`src/rtl/wsd_pkg.sv`:
```
`timescale 1ns / 1ps
`default_nettype none
// ----------------------------------------------------------------------------
// Weight stability detector package
// Shared widths, register indexes, reset values, request types and the control struct for the min/max unit.
// ----------------------------------------------------------------------------
package wsd_pkg;

  localparam int unsigned WEIGHT_W  = 24;
  localparam int unsigned CFG_W     = 23;
  localparam int unsigned LEN_W     = 5;
  localparam int unsigned CFG_IDX_W = 2;
  localparam int unsigned SPREAD_W  = WEIGHT_W + 1;

  // configuration register indexes
  localparam logic [CFG_IDX_W-1:0] REG_CAPACITY    = 2'd0;
  localparam logic [CFG_IDX_W-1:0] REG_STABLE_BAND = 2'd1;
  localparam logic [CFG_IDX_W-1:0] REG_WINDOW_LEN  = 2'd2;

  // register reset values
  localparam logic [CFG_W-1:0] CAPACITY_RST    = 23'h7F_FFFF;
  localparam logic [CFG_W-1:0] STABLE_BAND_RST = 23'd10;
  localparam logic [LEN_W-1:0] WINDOW_LEN_RST  = 5'd8;

  // request types
  localparam logic REQ_SAMPLE = 1'b0;
  localparam logic REQ_TARE   = 1'b1;

  // min/max unit control
  typedef struct packed {
    logic load;   // a window entry is presented this cycle
    logic first;  // it is the first entry of the scan
  } mm_ctl_t;

endpackage
`default_nettype wire

```
`src/rtl/wsd_minmax.sv`:
```
`timescale 1ns / 1ps
`default_nettype none
// ----------------------------------------------------------------------------
// Window min/max tracker
// Folds one window entry per cycle, while load is set, into a running minimum and maximum and
// reports whether the spread between them lies within the stable band.
// ----------------------------------------------------------------------------
module wsd_minmax (
  input  wire                                clk_i,
  input  wsd_pkg::mm_ctl_t                   ctl_i,
  input  wire signed [wsd_pkg::WEIGHT_W-1:0] sample_i,
  input  wire        [wsd_pkg::CFG_W-1:0]    band_i,
  output logic                               stable_o
);
  import wsd_pkg::*;

  logic signed [WEIGHT_W-1:0] lo_q, hi_q;
  logic signed [SPREAD_W-1:0] spread;

  always_ff @(posedge clk_i) begin
    if (ctl_i.load) begin
      if (ctl_i.first) begin
        lo_q <= sample_i;
        hi_q <= sample_i;
      end else begin
        if (sample_i < lo_q) lo_q <= sample_i;
        if (sample_i > hi_q) hi_q <= sample_i;
      end
    end
  end

  // hi never falls below lo, so the spread is non-negative
  assign spread   = {hi_q[WEIGHT_W-1], hi_q} - {lo_q[WEIGHT_W-1], lo_q};
  assign stable_o = $unsigned(spread) <= {{(SPREAD_W - CFG_W){1'b0}}, band_i};

endmodule
`default_nettype wire

```
`src/rtl/weight_stability_detector.sv`:
```
`timescale 1ns / 1ps
`default_nettype none
// ----------------------------------------------------------------------------
// Weight stability detector
// Input channel (in_valid_i/in_ready_o) carries a request type and a signed
// weight in 0.1 g units. A tare clears the fill count and gives no result.
// A sample above capacity gives a result flagged overload and clears the fill
// count. Any other sample is written to a circular window; once the window is
// full, the window is scanned for its minimum and maximum and the sample is
// flagged stable when the spread is within the stable band.
// Output channel (out_valid_o/out_ready_i) carries one result per sample.
// Sequence: a tare completes in the idle state; an overload or a sample with a
// part-filled window goes straight to the output state; a sample with a full
// window first scans the effective window length, one window entry per cycle,
// from the sample memory. The block takes one request at a time and stays
// not ready until the result is loaded into the output register; a stalled
// receiver holds the block in its output state. Reset restores the register
// defaults and clears pointer, fill count and output valid; the sample memory
// is not cleared. Configuration writes (cfg_we_i) take effect at once; the
// user must write them only while idle; the block does not enforce this.
// ----------------------------------------------------------------------------
module weight_stability_detector #(
  parameter int unsigned WINDOW_DEPTH = 16
) (
  input  wire                                 clk_i,
  input  wire                                 rst_ni,
  input  wire                                 cfg_we_i,
  input  wire        [wsd_pkg::CFG_IDX_W-1:0] cfg_idx_i,
  input  wire        [wsd_pkg::CFG_W-1:0]     cfg_data_i,
  input  wire                                 in_valid_i,
  output logic                                in_ready_o,
  input  wire                                 req_type_i,
  input  wire signed [wsd_pkg::WEIGHT_W-1:0]  weight_i,
  output logic                                out_valid_o,
  input  wire                                 out_ready_i,
  output logic signed [wsd_pkg::WEIGHT_W-1:0] weight_out_o,
  output logic                                overload_o,
  output logic                                stable_o
);
  import wsd_pkg::*;

  localparam int unsigned PTR_W = (WINDOW_DEPTH > 1) ? $clog2(WINDOW_DEPTH) : 1;
  localparam int unsigned CMP_W = ((PTR_W > LEN_W) ? PTR_W : LEN_W) + 1;
  localparam logic [CMP_W-1:0] DEPTH_C = CMP_W'(WINDOW_DEPTH);
  localparam logic [CMP_W-1:0] ONE_C   = CMP_W'(1);

  localparam logic [1:0] S_IDLE = 2'd0;
  localparam logic [1:0] S_SCAN = 2'd1;
  localparam logic [1:0] S_OUT  = 2'd2;

  // configuration
  logic [CFG_W-1:0] cap_q, band_q;
  logic [LEN_W-1:0] wl_q;

  // window bookkeeping
  logic [PTR_W-1:0] wp_q, wp_d;
  logic [LEN_W-1:0] fill_q, fill_d;
  logic [CMP_W-1:0] eff_len, wp_ext, wp_eff, wp_inc, wp_nxt, fill_ext, fill_inc;

  // sequencer
  logic [1:0]       state_q, state_d;
  logic [CMP_W-1:0] idx_q, idx_d;
  logic             rvalid_q, rfirst_q;
  logic             scan_q, scan_d;
  logic             ovl_q, ovl_d;
  logic signed [WEIGHT_W-1:0] w_q;
  logic             out_valid_q;

  // sample memory
  logic signed [WEIGHT_W-1:0] mem [WINDOW_DEPTH];
  logic signed [WEIGHT_W-1:0] rdata_q;

  logic in_xfer, is_sample, over, mem_we, rd_en, out_load, out_valid_d;
  logic mm_stable;
  mm_ctl_t mm_ctl;

  assign in_ready_o = (state_q == S_IDLE);
  assign in_xfer    = in_valid_i && in_ready_o;
  assign is_sample  = (req_type_i == REQ_SAMPLE);
  assign over       = $signed({weight_i[WEIGHT_W-1], weight_i})
                      > $signed({2'b00, cap_q});
  assign mem_we     = in_xfer && is_sample && !over;

  // effective window length: zero acts as one, clamp to the store depth
  always_comb begin
    if (wl_q == '0) begin
      eff_len = ONE_C;
    end else if (CMP_W'(wl_q) > DEPTH_C) begin
      eff_len = DEPTH_C;
    end else begin
      eff_len = CMP_W'(wl_q);
    end
  end

  assign wp_ext   = CMP_W'(wp_q);
  assign wp_eff   = (wp_ext >= eff_len) ? '0 : wp_ext;
  assign wp_inc   = wp_eff + ONE_C;
  assign wp_nxt   = (wp_inc == eff_len) ? '0 : wp_inc;
  assign fill_ext = CMP_W'(fill_q);
  assign fill_inc = (fill_ext < eff_len) ? fill_ext + ONE_C : fill_ext;

  assign rd_en    = (state_q == S_SCAN) && (idx_q < eff_len);
  assign out_load = (state_q == S_OUT) && (!out_valid_q || out_ready_i);

  always_comb begin
    state_d = state_q;
    idx_d   = idx_q;
    scan_d  = scan_q;
    ovl_d   = ovl_q;
    wp_d    = wp_q;
    fill_d  = fill_q;
    case (state_q)
      S_IDLE: begin
        if (in_xfer) begin
          if (!is_sample) begin
            fill_d = '0;
          end else if (over) begin
            fill_d  = '0;
            ovl_d   = 1'b1;
            scan_d  = 1'b0;
            state_d = S_OUT;
          end else begin
            wp_d   = wp_nxt[PTR_W-1:0];
            fill_d = fill_inc[LEN_W-1:0];
            ovl_d  = 1'b0;
            idx_d  = '0;
            if (fill_inc >= eff_len) begin
              scan_d  = 1'b1;
              state_d = S_SCAN;
            end else begin
              scan_d  = 1'b0;
              state_d = S_OUT;
            end
          end
        end
      end
      S_SCAN: begin
        if (rd_en) begin
          idx_d = idx_q + ONE_C;
        end else if (!rvalid_q) begin
          state_d = S_OUT;
        end
      end
      S_OUT: begin
        if (out_load) state_d = S_IDLE;
      end
      default: state_d = S_IDLE;
    endcase
    // a new window length restarts the window
    if (cfg_we_i && cfg_idx_i == REG_WINDOW_LEN && cfg_data_i[LEN_W-1:0] != wl_q) begin
      wp_d   = '0;
      fill_d = '0;
    end
  end

  always_comb begin
    out_valid_d = out_valid_q;
    if (out_load) begin
      out_valid_d = 1'b1;
    end else if (out_ready_i) begin
      out_valid_d = 1'b0;
    end
  end

  always_ff @(posedge clk_i or negedge rst_ni) begin
    if (!rst_ni) begin
      cap_q       <= CAPACITY_RST;
      band_q      <= STABLE_BAND_RST;
      wl_q        <= WINDOW_LEN_RST;
      wp_q        <= '0;
      fill_q      <= '0;
      state_q     <= S_IDLE;
      idx_q       <= '0;
      rvalid_q    <= 1'b0;
      rfirst_q    <= 1'b0;
      scan_q      <= 1'b0;
      ovl_q       <= 1'b0;
      out_valid_q <= 1'b0;
    end else begin
      if (cfg_we_i) begin
        case (cfg_idx_i)
          REG_CAPACITY:    cap_q  <= cfg_data_i;
          REG_STABLE_BAND: band_q <= cfg_data_i;
          REG_WINDOW_LEN:  wl_q   <= cfg_data_i[LEN_W-1:0];
          default: ;
        endcase
      end
      wp_q        <= wp_d;
      fill_q      <= fill_d;
      state_q     <= state_d;
      idx_q       <= idx_d;
      rvalid_q    <= rd_en;
      rfirst_q    <= rd_en && (idx_q == '0);
      scan_q      <= scan_d;
      ovl_q       <= ovl_d;
      out_valid_q <= out_valid_d;
    end
  end

  // payload: hold the sample for the echo, load results on transfer
  always_ff @(posedge clk_i) begin
    if (in_xfer) w_q <= weight_i;
    if (out_load) begin
      weight_out_o <= w_q;
      overload_o   <= ovl_q;
      stable_o     <= scan_q && mm_stable;
    end
  end

  always_ff @(posedge clk_i) begin
    if (mem_we) mem[wp_eff[PTR_W-1:0]] <= weight_i;
    if (rd_en)  rdata_q <= mem[idx_q[PTR_W-1:0]];
  end

  assign mm_ctl.load  = rvalid_q;
  assign mm_ctl.first = rfirst_q;

  wsd_minmax u_minmax (
    .clk_i    (clk_i),
    .ctl_i    (mm_ctl),
    .sample_i (rdata_q),
    .band_i   (band_q),
    .stable_o (mm_stable)
  );

  assign out_valid_o = out_valid_q;

  // --------------------------------------------------------------------------
  // Assertions
  // --------------------------------------------------------------------------
  a_fill_bound: assert property (@(posedge clk_i) disable iff (!rst_ni)
    CMP_W'(fill_q) <= eff_len)
    else $error("fill count exceeds window length");

  a_ptr_bound: assert property (@(posedge clk_i) disable iff (!rst_ni)
    CMP_W'(wp_q) < eff_len)
    else $error("write pointer outside window");

  a_scan_idx: assert property (@(posedge clk_i) disable iff (!rst_ni)
    state_q == S_SCAN |-> idx_q <= eff_len)
    else $error("scan index ran past window");

  a_ovl_not_stable: assert property (@(posedge clk_i) disable iff (!rst_ni)
    out_valid_o && overload_o |-> !stable_o)
    else $error("overload result reported stable");

  a_scan_full: assert property (@(posedge clk_i) disable iff (!rst_ni)
    state_q == S_SCAN |-> CMP_W'(fill_q) == eff_len)
    else $error("scan started on a window that is not full");

endmodule
`default_nettype wire

```
`config.mk`:
```
export PLATFORM = sky130hd
export DESIGN_NAME = weight_stability_detector
export DESIGN_NICKNAME = d
export VERILOG_FILES = /design/src/rtl/wsd_pkg.sv /design/src/rtl/wsd_minmax.sv /design/src/rtl/weight_stability_detector.sv
export SDC_FILE = /design/constraint.sdc
export NUM_CORES = 1
export LEC_CHECK = 0
export ABC_AREA = 1
export BUFFER_PORTS_ARGS = -buffer_cell sky130_fd_sc_hd__buf_4
export CAP_MARGIN = 30
export CORE_MARGIN = 3
export CORE_UTILIZATION = 38
export DETAILED_ROUTE_END_ITERATION = 8
export GPL_TIMING_DRIVEN = 0
export PLACE_DENSITY = 0.6
export SLEW_MARGIN = 20
export SYNTH_ARGS = -nofsm -noshare
export SYNTH_HDL_FRONTEND = slang
export SYNTH_SLANG_ARGS = --single-unit
```
`constraint.sdc`:
```
create_clock -name clk_i -period 6.02 [get_ports clk_i]
set_clock_uncertainty 0.2 [all_clocks]
set_input_delay 0.602 -clock clk_i [delete_from_list [all_inputs] [get_ports clk_i]]
set_output_delay 0.602 -clock clk_i [all_outputs]
set_load 0.02 [all_outputs]
```
==> flow_summary.yaml, run 1 <==
timing:
  rsz0062_at_grt: "no"
  max_freq_mhz: 242.6
  fin_crit_sh_pct: 68.46
  fin_crit_ns: 4.121
  slew_headroom_pct: 40.81
  slew_violations: 0
  final-setup-viol-count: 0
  worst_pin_slew_ns: 0.8830
  hold-worst-slack_ns: 0.05303
  hold_viol: 0
synthesis:
  netlist_area_sq_um: 26160
  synth_nets: 2470
  seq_area_frac_synth_pct: 65.20
  yosysWarnings: 0
  avgSynthCellArea_sq_um: 11.51
  ys_types: 53
  syn-instance-count: 2273
  ys_async_sr_fraction_pct: 12.61
  synth-edff-count: 506
  ys.flop_type: "edfxtp_1"
  ys_ff_latch: 579
global_route:
  antenna_found_initial: 4
  grt_usage_pct: 20.75
  overflow: 0
  grt_pass1_wl_mm: 111.4
  grt_max_degree: 74
  grt_pass1_vias: 18180
setup_path:
  crit_required_ns: 6.16
  critPathMaxFanout: 8
  end_kind: "flip-flop"
  cp_data_arrival_time_ns: 4.26
  r2r_cells: 14
  crit_type: "reg2reg"
  worstPathCellList: "inv_1 > nor2_1 > inv_1 > ha_1 > nand2_1 > nor2_1 > nand2_2 > nand3_4 > nor2_1 > ha_1 > inv_1 > nor3_2 > buf_4 > buf_4"
  regToRegStartpoint: "wl_q[3]"
  cp-startpoint: "wl_q[3]"
  start_kind: "flip-flop"
  cpPeakStageDelay_ns: 0.75
  critPathSlowestCell: "nor3_2"
layout:
  n_antenna_cell: 0
  drive_gt1_share_pct: 12.64
  final_common_cell: "edfxtp_1"
  layout.cells.non_filler: 3373
  synthToLayoutAreaGrowth_pct: 16.67
  final_cell_mix: "506 x edfxtp_1, 295 x nand2_1, 256 x nor2_1"
  final_nets: 2646
route:
  drtIter0Drc: 1529
  routed_wl_mm: 74.67
  avgRoutedWirePerCell_um: 22.14
  drc: 0
  vias: 17980
  routed_via_density: 5.332
  drtPass1Iterations: 5
  ant_nets: 0
flow_run:
  maxCapViolCount: 0
clock_network:
  clk_latency_ns: 0.63
  cts_inserted_buffers: 61
  cts.sink_count: 579
  path_clk_slew_ns: 0.06
  clock_tree.buffer_depth: 3
  htree_levels: 2
  cts_tree: "yes"
  post_cts_resized: 0
  cts_root_buf: "clkbuf_16"
floorplan:
  fp.dieArea_sq_um: 72020
  die_x_um: 268.4
  row_count: 95
  core_sq_um: 67630
  die_h_um: 268.4
  io_pins: 83
  start_util_pct: 38.67
placed_design:
  dp.cells: 3255
  io_buffers: 82
  place_hpwl_mm: 53.15
  routabilityCongestion: 0.8783
power_and_ir_drop:
  p_leak_nw: 11.66
  powerDensity_nw_per_um2: 376.4
  peakVddDrop_v: 0.0002401
worst_hold_path:
  worstHoldStart: "cfg_data_i[18]"
  hp-class: "in2reg"
  whs_path_depth: 3
outcome:
  status: "finished, final reports clean"
==> metrics by stage <==
step	area (sq um)	setup WS (ns)	TNS, ns	utilization (%)	total power [W]
detailed placement	28450	1.983	0	42.07	0.007785
global placement	27860	-0.6966	-22.34	41.20	0.007629
finish	30520	1.899	0	45.12	0.01149
CTS	30480	1.939	0	45.07	0.01155
floorplan	26160	1.764	0	-	0.006654
global route	30520	1.706	0	45.12	0.01205
==> synth_stat cells (6+ instances only) <==
cell,n,area (sq um)
edfxtp_1,506,15190
nand2_1,295,1107
nor2_1,269,1010
o21ai_0,253,1266
inv_1,207,777.0
ha_1,141,1764
nand3_1,75,375.4
a21oi_1,69,345.3
o22ai_1,62,387.9
clkbuf_1,61,229.0
dfrtp_1,47,1176
o21ai_1,40,200.2
o221ai_1,35,306.5
dfstp_2,26,683.2
xor2_1,26,227.7
buf_2,20,100.1
nand4_1,16,100.1
nor3_1,14,70.07
o211ai_1,14,105.1
inv_2,12,45.04
xnor2_1,9,78.83
nand2_2,8,50.05
o21a_1,6,45.04
==> state kept, by name (all words and copies together), names as in the netlist, 2 cells and up <==
signal	cells
mem	384
rdata_q	24
u_minmax.hi_q	24
u_minmax.lo_q	24
w_q	24
weight_out_o	24
band_q	23
cap_q	23
idx_q	6
fill_q	5
wl_q	5
wp_q	4
state_q	2
==> layer usage <==
metal	share of wire [%]	vias up	track usage (%)	routed length [um]
li1	-	8431	-	-
met1	42	8827	27.76	31570
met2	47	609	34.22	35460
met3	7.4	117	4.157	5527
met4	2.8	0	6.435	2103
met5	0	-	0	0
==> power breakdown <==
group | internal (W) | total (W) | switching [W]
Clock | 0.00217 | 0.00377 | 0.00159
Sequential | 0.00477 | 0.00496 | 0.000187
Combinational | 0.000852 | 0.00276 | 0.00191
Total | 0.00780 | 0.0115 | 0.00369
==> kinds of logic after synthesis <==
logic type,after synthesis,share of synthesized area (%)
simple gates,699,11.05
buf+inv,310,4.664
compound gates,508,11.10
flops,579,65.20
xor+xnor,35,1.172
fa+ha+maj,142,6.821
==> what timing repair did <==
action	4_1_cts	5_1_grt
endpoints found under the hold margin	48	0
setup buffers	0	0
hold buffers	2	0
==> final cells by class <==
cell class              count  area, sq um
multi-input cells        1384         8016
clock buffers              82         1714
clock inverters            32        292.8
plain buffers              88        381.6
repair buffers            113         1126
fillers                  6128        37120
well taps                 873         1092
flip-flops and latches    579        17050
inverters                 222        838.3
==> worst max-delay path, delay by kind of cell (launching register included) <==
kind	cells	cell delay, ns
AND/OR/NAND/NOR	7	1.53
flip-flops	1	0.58
adder cells (fa/ha/maj)	2	0.56
buffers and inverters	5	0.94
==> worst paths after layout <==
kind,to,slack [ns]
worst max-delay path,mem[3][0],1.90
worst min-delay path,cap_q[18],0.05
worst max register to register,mem[3][0],1.90
worst min register to register,weight_out_o[9],0.22
max in group asynchronous,cap_q[1],4.67
min in group asynchronous,band_q[18],0.28
Note: power is estimated with default switching activity, not from simulation.
==> run 2: changes to the inputs <==
--- a/config.mk
+++ b/config.mk
@@ -5,7 +5,7 @@
 export SDC_FILE = /design/constraint.sdc
 export NUM_CORES = 1
 export LEC_CHECK = 0
-export ABC_AREA = 1
+export ABC_AREA = 0
 export BUFFER_PORTS_ARGS = -buffer_cell sky130_fd_sc_hd__buf_4
 export CAP_MARGIN = 30
 export CORE_MARGIN = 3
==> constraint.sdc (replaced) <==
create_clock -name clk_i -period 4.05 [get_ports clk_i]
set_clock_uncertainty 0.2 [all_clocks]
set_input_delay 0.405 -clock clk_i [delete_from_list [all_inputs] [get_ports clk_i]]
set_output_delay 0.405 -clock clk_i [all_outputs]
set_load 0.02 [all_outputs]
==> flow_summary.yaml, run 2 <==
global_route:
  grt_pass1_wl_mm: 92.77
  grt_usage_pct: 17.54
  grt_max_degree: 51
  antenna_found_initial: 5
  grt_pass1_vias: 14710
  overflow: 0
power_and_ir_drop:
  peakVddDrop_v: 0.0004147
  powerDensity_nw_per_um2: 540.2
  power.total_w: 0.01662
  p_leak_nw: 11.04
synthesis:
  avgSynthCellArea_sq_um: 16.65
  ys_types: 74
  netlist.top_cell.by_area: "edfxtp_1"
  ys_top_cells_by_count: "506 x edfxtp_1, 141 x ha_1, 123 x inv_1"
  ys.flop_type: "edfxtp_1"
  syn-instance-count: 1538
  netlist_area_sq_um: 25610
  yosysMostFrequentCell: "edfxtp_1"
  synth.area.top_cells: "edfxtp_1 59%, mux4_2 11%, ha_1 6.9%"
  synth_nets: 1735
  yosysTopAreaCellShare_pct: 59.33
  yosysWarnings: 0
  ys_async_sr_fraction_pct: 12.61
  ys_ff_latch: 579
  seq_area_frac_synth_pct: 66.59
  synth-edff-count: 506
route:
  ant_nets: 0
  avgRoutedWirePerCell_um: 22.82
  drtIter0Drc: 1043
  drc: 0
  drtPass1Iterations: 5
  routed_wl_mm: 61.22
  vias: 14260
  routed_via_density: 5.313
outcome:
  violations: "setup timing"
  status: "finished, violations left"
setup_path:
  reg2reg_slack_ns: -0.14
  r2r_cells: 17
  crit_required_ns: 4.27
  critPathMaxFanout: 4
  crit_type: "reg2reg"
  regToRegStartpoint: "u_minmax.hi_q[5]"
  end_kind: "flip-flop"
  cp_data_arrival_time_ns: 4.41
  start_kind: "flip-flop"
  worstReg2RegEnd: "stable_o"
placed_design:
  dp_slack_ns: -1.064
  io_buffers: 82
  place_hpwl_mm: 43.28
  routabilityCongestion: 0.8856
  placed_area_sq_um: 27810
layout:
  final_cell_area_sq_um: 30770
  final_cell_mix: "506 x edfxtp_1, 135 x ha_1, 120 x inv_1, 120 x mux4_2, 98 x buf_4"
  seq_area_sq_um: 17050
  final_nets: 1966
  n_fill_cell: 5613
  synthToLayoutAreaGrowth_pct: 20.16
  final_common_cell: "edfxtp_1"
  fin_util_pct: 46.47
  multi_input_area_sq_um: 8258
  largest_reg_flops: 384
  drive_gt1_share_pct: 25.91
clock_network:
  path_clk_slew_ns: 0.06
  cts_inserted_buffers: 60
  htree_levels: 2
  clk_latency_ns: 0.63
  clock_tree.buffer_depth: 3
  cts.sink_count: 579
  cts_tree: "yes"
  cts_root_buf: "clkbuf_16"
floorplan:
  die_x_um: 265.6
  start_util_pct: 38.68
  row_count: 94
  fp.dieArea_sq_um: 70540
  core_sq_um: 66220
  die_h_um: 265.6
  io_pins: 83
timing:
  fin_crit_sh_pct: 103.5
  hold_viol: 0
  slew_violations: 0
  max_freq_mhz: 238.6
  slew_headroom_pct: 38.60
  final-setup-viol-count: 1
  rsz0062_at_grt: "yes"
  setup_ws_ns: -0.1408
  worst_pin_slew_ns: 0.9209
  hold-worst-slack_ns: 0.04281
  fin_crit_ns: 4.191
flow_run:
  maxCapViolCount: 0
worst_hold_path:
  hp-class: "in2async"
## run 2: cell types whose count changed in the layout (fill, tap and decap cells not counted), sizes merged, moves of 28 or more
cell / delta
nor2: -239
dlygate4sd3: +52
inv: -100
mux2: +31
mux4: +120
nand3: -58
o21ai: -236
nand2: -242
clkbuf: -41
o22ai: -61
o221ai: -33
a21o: +28
## run 2: repair_timing
action,4_1_cts,5_1_grt
setup endpoints to repair,163,103
setup buffers,9,6
hold endpoints to repair,514,0
resized for setup,42,22
pin swaps,18,5
hold buffers,54,0
## run 2: cell families after synthesis
| logic type | synth area share, % |
|---|---|
| simple gates | 4.607 |
| buf+inv | 2.594 |
| compound gates | 6.185 |
| mux | 11.99 |
| fa+ha+maj | 6.967 |
| xor+xnor | 1.060 |
| flops | 66.59 |
## run 2: worst max-delay path, cell delays in order, from the launching register on
cell,delay (ns)
edfxtp_1,0.40
ha_1,0.37
nor3_1,0.27
nor2_2,0.09
buf_4,0.16
o22ai_4,0.21
o21ai_2,0.10
a221oi_2,0.34
a31oi_1,0.15
xor2_1,0.18
ha_1,0.33
nand4_1,0.19
nor2_1,0.08
a22oi_2,0.22
o2111ai_2,0.16
a2bb2oi_2,0.20
a31o_2,0.22
o32ai_1,0.13
## run 2: power breakdown
group	internal [W]	switching (W)
sequential	0.00712	0.000283
clock	0.00325	0.00232
combinational	0.00161	0.00205
## run 2: through the flow
step	TNS (ns)	std cells
after detailed placement	-26.20	2504
after global routing	-0.3636	2682
final	-0.1408	2683
after CTS	-0.1358	2676
after global placement	-242.27	2484
after floorplan	0	1538
## run 2: layout make-up
cell class	instances	share of cell area (%)
tap	864	3.513
buffer	47	0.6546
antenna	1	0.008132
sequential	579	55.42
clock buffer	72	5.160
multi-input combinational	787	26.84
timing repair buffer	171	5.534
clock inverter	39	1.374
inverter	123	1.500
## run 2: how the worst max path moves through the flow
stage | cells past startpoint | from | endpoint
2_1_floorplan | 7 | rdata_q[1] | u_minmax.lo_q[0]
3_3_place_gp | 8 | rdata_q[13] | u_minmax.lo_q[14]
3_5_place_dp | 18 | u_minmax.hi_q[0] | stable_o
4_1_cts | 18 | u_minmax.hi_q[0] | stable_o
5_1_grt | 17 | u_minmax.hi_q[14] | stable_o
6_report | 17 | u_minmax.hi_q[5] | stable_o
## run 2: layer usage
layer | routed length [um] | GRT usage, % | part of all wire [%] | up-vias
met4 | 1200 | 4.001 | 2.0 | 4
li1 | - | - | - | 6511
met1 | 27020 | 24.02 | 44 | 7381
met2 | 30210 | 29.70 | 49 | 287
met5 | 21 | 0 | 0.034 | -
met3 | 2764 | 2.756 | 4.5 | 73
==> run 3: changes to the inputs <==
--- a/config.mk
+++ b/config.mk
@@ -13,6 +13,7 @@
 export DETAILED_ROUTE_END_ITERATION = 8
 export GPL_TIMING_DRIVEN = 0
 export PLACE_DENSITY = 0.6
+export REMOVE_ABC_BUFFERS = 1
 export SLEW_MARGIN = 20
 export SYNTH_ARGS = -nofsm -noshare
 export SYNTH_HDL_FRONTEND = slang
==> flow_summary.yaml, run 3 (synthesis gave the netlist of run 2 again) <==
outcome:
  status: "finished, violations left"
  violations: "setup timing"
clock_network:
  cts_inserted_buffers: 61
  clock_tree.buffer_depth: 3
  htree_levels: 2
  cts.sink_count: 579
  cts_tree: "yes"
  clk_latency_ns: 0.63
  cts_root_buf: "clkbuf_16"
  path_clk_slew_ns: 0.06
timing:
  fin_crit_sh_pct: 105.0
  hold-worst-slack_ns: 0.03034
  worst_pin_slew_ns: 0.7767
  slew_headroom_pct: 47.54
  fin_crit_ns: 4.252
  hold_viol: 0
  setup_ws_ns: -0.2021
  final-setup-viol-count: 1
  rsz0062_at_grt: "yes"
  slew_violations: 0
  max_freq_mhz: 235.2
global_route:
  grt_max_degree: 54
  antenna_found_initial: 8
  grt_usage_pct: 17.13
  met2_usage_pct: 28.50
  met1_usage_pct: 23.57
  busiest_layer: "met2"
  grt_pass1_wl_mm: 90.91
  grt_util_met3_pct: 2.525
  overflow: 0
  grt_pass1_vias: 14570
placed_design:
  place_hpwl_mm: 40.55
  routabilityCongestion: 0.8328
  io_buffers: 82
  placed_area_sq_um: 27950
layout:
  final_cell_area_sq_um: 31080
  final_common_cell: "edfxtp_1"
  drive_gt1_share_pct: 28.23
  final_cell_mix: "506 x edfxtp_1, 133 x ha_1, 120 x inv_1, 120 x mux4_2, 113 x buf_4"
  final_nets: 1947
  synthToLayoutAreaGrowth_pct: 21.37
  largest_reg_flops: 384
route:
  vias: 14190
  routed_via_density: 5.316
  avgRoutedWirePerCell_um: 22.41
  drtPass1Iterations: 6
  drc: 0
  routed_wl_mm: 59.82
  ant_nets: 0
  drtIter0Drc: 1020
power_and_ir_drop:
  p_sw_share_pct: 27.47
  powerDensity_nw_per_um2: 544.5
  comb_power_share_pct: 21.6
  clkPwrFrac_pct: 34.6
  p_sw_w: 0.004649
  p_leak_nw: 11.12
  p_seq_share_pct: 43.9
  p_int_w: 0.01227
  peakVddDrop_v: 0.0003342
floorplan:
  row_count: 94
  die_x_um: 265.6
  start_util_pct: 38.68
  io_pins: 83
  fp.dieArea_sq_um: 70540
  core_sq_um: 66220
  die_h_um: 265.6
worst_hold_path:
  hp-class: "in2async"
setup_path:
  reg2reg_slack_ns: -0.20
  cpPeakStageDelay_ns: 0.41
  crit_type: "reg2reg"
  worstPathCellList: "ha_2 > o211ai_1 > a21oi_2 > o211ai_2 > buf_4 > buf_4 > a21o_1 > a211oi_2 > mux2i_1 > nand2_1 > ha_1 > nand2_1 > nor4_4 > o21ai_1 > a21oi_2 > a2bb2oi_2 > a31o_2 > o32ai_2"
  regToRegStartpoint: "u_minmax.hi_q[3]"
  endpoint: "stable_o"
  crit_required_ns: 4.21
  end_kind: "flip-flop"
  cp-startpoint: "u_minmax.hi_q[3]"
  critPathSlowestCell: "edfxtp_1"
  cp_data_arrival_time_ns: 4.41
  start_kind: "flip-flop"
  critPathMaxFanout: 4
  r2r_cells: 18
  worstReg2RegEnd: "stable_o"
flow_run:
  maxCapViolCount: 0
## run 3: changes by cell type in the layout (fill, tap and decap cells not counted), sizes merged
cell         delta
inv             -1
diode           +1
bufinv          +3
clkbuf         -30
clkinv          -2
dlygate4sd3     -2
buf            +12
clkinvlp        +5
## run 3: how the worst min path moves through the flow
stage | from | end | slack, ns | depth (start not counted)
floorplan | rst_ni | band_q[0] | -0.09 | 0
global placement | w_q[16] | weight_out_o[16] | 0.20 | 0
detailed placement | rst_ni | out_valid_o | 0.13 | 1
CTS | rst_ni | wp_q[1] | 0.0009 | 2
global route | cfg_we_i | cap_q[1] | 0.03 | 4
finish | rst_ni | wp_q[2] | 0.03 | 2
## run 3: per-stage QoR
step / utilization [%] / worst slack (ns) / TNS, ns / instances / power, W
after CTS: 46.63 / -0.1711 / -0.1711 / 2651 / 0.01703
after floorplan: - / -1.516 / -91.73 / 1489 / 0.009769
after global placement: 40.93 / -3.722 / -687.96 / 2435 / 0.01088
final: 46.94 / -0.2021 / -0.2021 / 2669 / 0.01692
after global routing: 46.93 / -0.3665 / -0.4148 / 2667 / 0.01776
after detailed placement: 42.20 / -0.9280 / -21.58 / 2472 / 0.01097
## run 3: power groups by stage
| stage | logic, W | clock network (W) | registers (W) |
|---|---|---|---|
| after detailed placement | 0.00343 | 0 | 0.00754 |
| after global routing | 0.00404 | 0.00624 | 0.00748 |
| after floorplan | 0.00207 | 0 | 0.00770 |
| final | 0.00365 | 0.00585 | 0.00743 |
| after CTS | 0.00360 | 0.00600 | 0.00743 |
| after global placement | 0.00312 | 0 | 0.00776 |
## run 3: timing repair
action,CTS,global route
hold endpoints to repair,513,0
buffers inserted,11,16
gates resized for setup,36,23
endpoints found under the setup margin,168,103
gates cloned,0,0
hold buffers,52,0
pin swaps,16,21
## run 3: area by class of cell
cell class                      count  area (sq um)
Fill cell                        5571         35130
Sequential cell                   579         17070
Multi-Input combinational cell    787          8205
Timing Repair Buffer              198          2101
Clock buffer                       72          1588
Tap cell                          864          1081
Clock inverter                     44         568.0
Inverter                          123         465.4
Antenna cell                        2         5.005
## run 3: critical path: cells and delay by family (launching register included)
| kind | cells | cell delay (ns) |
|---|---|---|
| flip-flops | 1 | 0.41 |
| multiplexers | 1 | 0.22 |
| buffers and inverters | 2 | 0.28 |
| AO/OA/AOI/OAI | 10 | 1.64 |
| adder cells (fa/ha/maj) | 2 | 0.68 |
| AND/OR/NAND/NOR | 3 | 0.57 |
## run 3: per-layer routing
layer  share of wire, %  vias up
met5                  0        -
met4                2.3        0
met3                4.7       80
met2                 49      323
met1                 44     7297
li1                   -     6488
